===== src/rtl/core/bcel_pkg.sv =====
package bcel_pkg;

	localparam int unsigned FRAC_BITS = 16;
	localparam int unsigned LN2_Q24 = 24'd11629080;
	localparam int unsigned SUM_W = 40;
	localparam int unsigned MEAN_W = 36;
	localparam int unsigned GRAD_W = 34;
	localparam int unsigned IN_W = 16;
	localparam int unsigned BC_W = 16;

	typedef struct packed {
		logic [IN_W-1:0] p;
		logic [IN_W-1:0] y;
		logic            last;
	} elem_t;

endpackage


===== src/rtl/core/bcel_if.sv =====
interface bcel_in_if;
	logic                         valid;
	logic                         ready;
	logic [bcel_pkg::IN_W-1:0]    predicted;
	logic [bcel_pkg::IN_W-1:0]    target;
	logic                         last_element;
	modport source (output valid, predicted, target, last_element, input ready);
	modport sink (input valid, predicted, target, last_element, output ready);
endinterface



===== src/rtl/core/bcel_front.sv =====
// Front: accepts a word, clamps both values into [1, one-1], pushes to a
// two-entry queue.
module bcel_front (
	input  logic                clk,
	input  logic                arst_n,
	bcel_in_if.sink             in_ch,
	output logic                q_valid,
	input  logic                q_pop,
	output bcel_pkg::elem_t     q_data
);
	import bcel_pkg::*;

	localparam logic [IN_W-1:0] ONE_M1 = IN_W'((17'd1 << FRAC_BITS) - 17'd1);

	elem_t     mem_q [2];
	logic      wr_q, rd_q;
	logic [1:0] cnt_q;
	elem_t     e;

	function automatic logic [IN_W-1:0] clamp(input logic [IN_W-1:0] v);
		if (v == '0)
			return IN_W'(1);
		else if (v > ONE_M1)
			return ONE_M1;
		return v;
	endfunction

	always_comb begin
		e.p = clamp(in_ch.predicted);
		e.y = clamp(in_ch.target);
		e.last = in_ch.last_element;
	end

	assign in_ch.ready = (cnt_q != 2'd2);
	assign q_valid = (cnt_q != 2'd0);
	assign q_data = mem_q[rd_q];

	wire push = in_ch.valid && in_ch.ready;
	wire pop  = q_pop && q_valid;

	always_ff @(posedge clk or negedge arst_n) begin
		if (!arst_n) begin
			wr_q <= 1'b0;
			rd_q <= 1'b0;
			cnt_q <= 2'd0;
		end else begin
			if (push)
				wr_q <= ~wr_q;
			if (pop)
				rd_q <= ~rd_q;
			cnt_q <= cnt_q + {1'b0, push} - {1'b0, pop};
		end
	end

	always_ff @(posedge clk) begin
		if (push)
			mem_q[wr_q] <= e;
	end
endmodule


===== src/flat_wrapper.sv =====
// flat-port wrapper written by rule: the top's interface ports become plain ports
module bcel_front_flat import bcel_pkg::*;
  (clk, arst_n, q_valid, q_pop, q_data, in_ch_valid, in_ch_predicted, in_ch_target, in_ch_last_element, in_ch_ready);
  bcel_in_if in_ch_i ();
  input  logic clk;
  input  logic arst_n;
  output logic q_valid;
  input  logic q_pop;
  output bcel_pkg::elem_t q_data;
  input wire logic [$bits(in_ch_i.valid)-1:0] in_ch_valid;
  input wire logic [$bits(in_ch_i.predicted)-1:0] in_ch_predicted;
  input wire logic [$bits(in_ch_i.target)-1:0] in_ch_target;
  input wire logic [$bits(in_ch_i.last_element)-1:0] in_ch_last_element;
  output wire logic [$bits(in_ch_i.ready)-1:0] in_ch_ready;
  assign in_ch_i.valid = in_ch_valid;
  assign in_ch_i.predicted = in_ch_predicted;
  assign in_ch_i.target = in_ch_target;
  assign in_ch_i.last_element = in_ch_last_element;
  assign in_ch_ready = in_ch_i.ready;
  bcel_front u_core (.clk(clk), .arst_n(arst_n), .in_ch(in_ch_i), .q_valid(q_valid), .q_pop(q_pop), .q_data(q_data));
endmodule

===== config.mk =====
export PLATFORM = sky130hd
export DESIGN_NAME = bcel_front_flat
export DESIGN_NICKNAME = d
export VERILOG_FILES = /design/src/rtl/core/bcel_pkg.sv /design/src/rtl/core/bcel_if.sv /design/src/rtl/core/bcel_front.sv /design/src/flat_wrapper.sv
export SDC_FILE = /design/constraint.sdc
export NUM_CORES = 1
export LEC_CHECK = 0
export CAP_MARGIN = 20
export CELL_PAD_IN_SITES_DETAIL_PLACEMENT = 1
export CELL_PAD_IN_SITES_GLOBAL_PLACEMENT = 2
export CORE_ASPECT_RATIO = 0.5
export CORE_UTILIZATION = 47
export CTS_CLUSTER_SIZE = 20
export DETAILED_ROUTE_END_ITERATION = 8
export DONT_BUFFER_PORTS = 1
export PLACE_DENSITY_LB_ADDON = 0.1
export SLEW_MARGIN = 20
export SYNTH_ARGS = -nofsm -noshare
export SYNTH_HDL_FRONTEND = slang
export SYNTH_SLANG_ARGS = --single-unit

===== constraint.sdc =====
create_clock -name clk -period 7 [get_ports clk]
set_input_delay 0.7 -clock clk [delete_from_list [all_inputs] [get_ports clk]]
set_output_delay 0.7 -clock clk [all_outputs]
set_load 0.01 [all_outputs]

Word-level counts from Yosys, hierarchy flattened
Memories as Yosys holds them, arrays and structs flattened.
Index checks and enable logic that the tools add are counted.
Widths: inputs -> output; s select.
{"block": "totals", "reg_bits": 4, "mem_bits_rw": 66, "in_bits": 37, "out_inout_bits": 35, "memories": 1}
{"block": "op_classes", "add_sub_neg": 2, "order_cmp": 2, "n_eq_ne": 1, "muxes": 12, "bitwise": 2, "n_reduce_logical": 5}
{"name": "u_core.mem_q", "depth": 2, "width": 33, "rd": 1, "rd_clocked_by_memory_dff": 0, "write_ports": 1, "line": "bcel_front.sv:15", "source": "elem_t mem_q [2];"}
{"cell": "$mux 16", "n": 6}
{"cell": "$gt 16x16->1 const B", "n": 2}
{"cell": "$logic_not 16->1", "n": 2}
{"cell": "$mux 1", "n": 6}
{"cell": "$add 2x1->2", "n": 1}
{"cell": "$logic_and 1x1->1", "n": 2}
{"cell": "$ne 2x2->1 const B", "n": 1}
{"cell": "$not 1->1", "n": 2}
{"cell": "$reduce_bool 2->1", "n": 1}
{"cell": "$sub 2x1->2", "n": 1}

Logic depth before layout (Yosys ltp)
{"block": "depth", "depth_word": 4, "mapped_depth": 7, "ltp_nobuf": 7}

Worst setup path after synthesis
OpenSTA, ideal clock, no wires.
{"block": "synth_path", "path_type": "input -> register", "from": "input port in_ch_valid", "to": "memory u_core.mem_q[0][0] (netlist name) (enable)", "arrival_time_ns": 2.187, "required_time_ns": 6.577, "slack_ns": 4.390, "path_stages": 2, "n_path_buf": 0, "cell_sequence": "nand2_1 -> nor2_1"}
{"block": "synth_via", "elab_chain_cells": 3}
{"item": "start: declaration", "line": "flat_wrapper.sv:10", "source": "input wire logic [$bits(in_ch_i.valid)-1:0] in_ch_valid;"}
{"item": "$logic_and 1x1->1", "line": "bcel_front.sv:38", "source": "wire push = in_ch.valid && in_ch.ready;"}
{"item": "$mux 1", "line": "bcel_front.sv:56", "source": "if (push)"}
{"item": "$mux 1 (not written as such)", "line": "bcel_front.sv:57", "source": "mem_q[wr_q] <= e;"}
{"item": "end: declaration", "line": "bcel_front.sv:15"}
No other way between the ends.

==> qor.yml <==
clocking:
  h-tree-depth: 3
  post_cts.repair.setup_buffers: 0
  cts.repair.resized: 0
  clkLatencyLatePin_ns: 0.32
  clock_path_buffers: 2
  cts-hold-fix-buffers: 0
  cts_tree: "done"
  cts_buffers: 9
  cts_num_sinks: 70
  clkTransAtPathRegs_ns: 0.05
  cts.root.buffer_cell: "clkbuf_16"
floorplan:
  initial_utilization: 0.507
  die_h_um: 57.5
  placementRows: 19
  io_pins: 72
  die_w_um: 113
  coreArea_sq_um: 5710
  die_area_sq_um: 6490
sta:
  finalCritPeriodShare: 0.361
  setup_violations: 0
  tns_ns: 0
  relSlewSlack: 0.307
  drv_slew: 0
  fmax_mhz: 395
  hold_slack_ns: 0.0696
  rsz0062_at_grt: "false"
  min_period_ns: 2.53
  worst_pin_slew_ns: 1.04
  hold_viol_final: 0
  clock_skew_ns: 0.00449
placement:
  io_buffers: 0
  dpl_cell_area_sq_um: 2840
  place_congestion: 0.676
  hpwl_mm: 2.83
logic_synthesis:
  ys_warn_count: 0
  synth_seq_cells: 70
  syn_nets: 201
  synth_area_sq_um: 2890
  syn_area_per_cell_sq_um: 17.9
  synthArstFlopShare: 0.0571
  synth_edf_count: 66
  ys.flop_type: "edfxtp_1"
  postSynthCellCount: 162
  synth.distinct_cells: 19
  ys_seq_area_frac: 0.719
grt:
  grt_max_degree: 35
  grt_pass1_vias: 1342
  grt_overflow: 0
  grt_usage: 0.156
  grt_pass1_wl_mm: 6.91
  antenna_found_initial: 0
outcome:
  outcome: "finished clean"
finish:
  final_cell_mix: "66 x edfxtp_1, 29 x mux2_4, 9 x clkbuf_16, 6 x nor4_1"
  layout.nets: 178
  drive_gt1_frac: 0.313
  antennaDiodeCount: 0
  syn_to_final_growth_pct: 7.78
  finalInstanceArea_sq_um: 3120
  num-fill-cells: 483
  layout_commonest_cell: "edfxtp_1"
worst_setup_path:
  critPathCaptureType: "primary output"
  cp_num_buf_inv: 0
  cp.arrival_ns: 1.83
  path_class: "reg2out"
  crit_chain: "mux2_1"
  critical_path.max_stage_delay_ns: 1.05
  worstPathRequired_ns: 6.30
  cpMaxStageDelayCell: "dfrtp_2"
  critPathLaunchType: "flip-flop"
  crit_family: "flip-flops"
  path_max_fanout: 34
drt:
  wire_per_inst_um: 20.4
  drc: 0
  first_iter_violations: 42
  ant_nets: 0
  route.vias.total: 1154
  first_pass_iters: 4
  vias_per_cell: 5.32
  wl_mm: 4.42
pwr:
  p_per_area_nw_per_um2: 447
  peakVddDrop_mv: 0.363
  p_leak_uw: 0.00113
worst_hold_path:
  hold_path.class: "in2async"
job:
  cap_violations: 0
[kinds of logic (layout without fill, tap and decap cells)]
logic type,Yosys count,count (layout),synth area share
XOR/XNOR,4,4,0.0121
adder cells (fa/ha/maj),2,2,0.00865
AND/OR/NAND/NOR,14,14,0.0285
flip-flops,70,70,0.719
multiplexers,33,33,0.166
buffers and inverters,37,19,0.0584
AO/OA/AOI/OAI,2,2,0.00692
[metrics by stage]
step / util / setup slack [ns] / instances / total power, uW
2_1_floorplan: - / 4.39 / 162 / 956
5_1_grt: 0.547 / 4.37 / 217 / 1460
4_1_cts: 0.547 / 4.43 / 217 / 1420
3_3_place_gp: 0.497 / 4.76 / 201 / 991
6_report: 0.547 / 4.47 / 217 / 1390
3_5_place_dp: 0.497 / 4.77 / 201 / 1000
[state kept, by name, indices dropped and copies added, names as in the netlist]
signal and cells:
u_core.wr_q 1, u_core.cnt_q 2, u_core.mem_q 66, u_core.rd_q 1
[cell type report]
type / instances / area (sq um) / share of cell area
multi-input cells: 55 / 652 / 0.209
clock buffers: 16 / 282 / 0.0903
flip-flops and latches: 70 / 2080 / 0.668
inverters: 3 / 11.3 / 0.00361
well taps: 73 / 91.3 / 0.0293
[power by group]
| part | leakage [uW] | switching (uW) | internal (uW) |
|---|---|---|---|
| Clock | 0.000137 | 147 | 269 |
| Combinational | 0.000336 | 153 | 168 |
| Sequential | 0.000659 | 79.3 | 577 |
| Total | 0.00113 | 379 | 1010 |
[cells in the mapped netlist, types with 2 or more instances]
master / count / area (sq um)
inv_1: 3 / 11.3
clkbuf_1: 30 / 113
a41o_1: 2 / 20.0
edfxtp_1: 66 / 1980
nor3_1: 2 / 10.0
buf_6: 4 / 45.0
ha_1: 2 / 25.0
dfrtp_1: 4 / 100
mux2_1: 4 / 45.0
xnor2_1: 3 / 26.3
mux2_4: 29 / 435
nor4_1: 6 / 37.5
[routing by layer]
| metal | track usage | share of wire | up-vias |
|---|---|---|---|
| li1 | - | - | 535 |
| met1 | 0.158 | 0.41 | 573 |
| met2 | 0.250 | 0.48 | 42 |
| met3 | 0.103 | 0.10 | 4 |
| met4 | 0.0789 | 0.011 | 0 |
| met5 | 0 | 0 | - |
[final timing paths]
kind	startpoint	end	slack (ns)	cells after the start
worst min register to register	u_core.wr_q$_DFFE_PN0P_	u_core.wr_q$_DFFE_PN0P_	0.55	1
worst max-delay path	u_core.rd_q$_DFFE_PN0P_	q_data[1]	4.47	1
max in group asynchronous	arst_n	u_core.rd_q$_DFFE_PN0P_	6.85	0
min in group clk	in_ch_predicted[5]	u_core.mem_q[1][22]$_DFFE_PP_	0.47	0
worst min-delay path	arst_n	u_core.cnt_q[0]$_DFF_PN0_	0.07	0
worst max register to register	u_core.cnt_q[1]$_DFF_PN0_	u_core.mem_q[0][6]$_DFFE_PP_	5.09	3
Note: power is estimated with default switching activity, not from simulation.
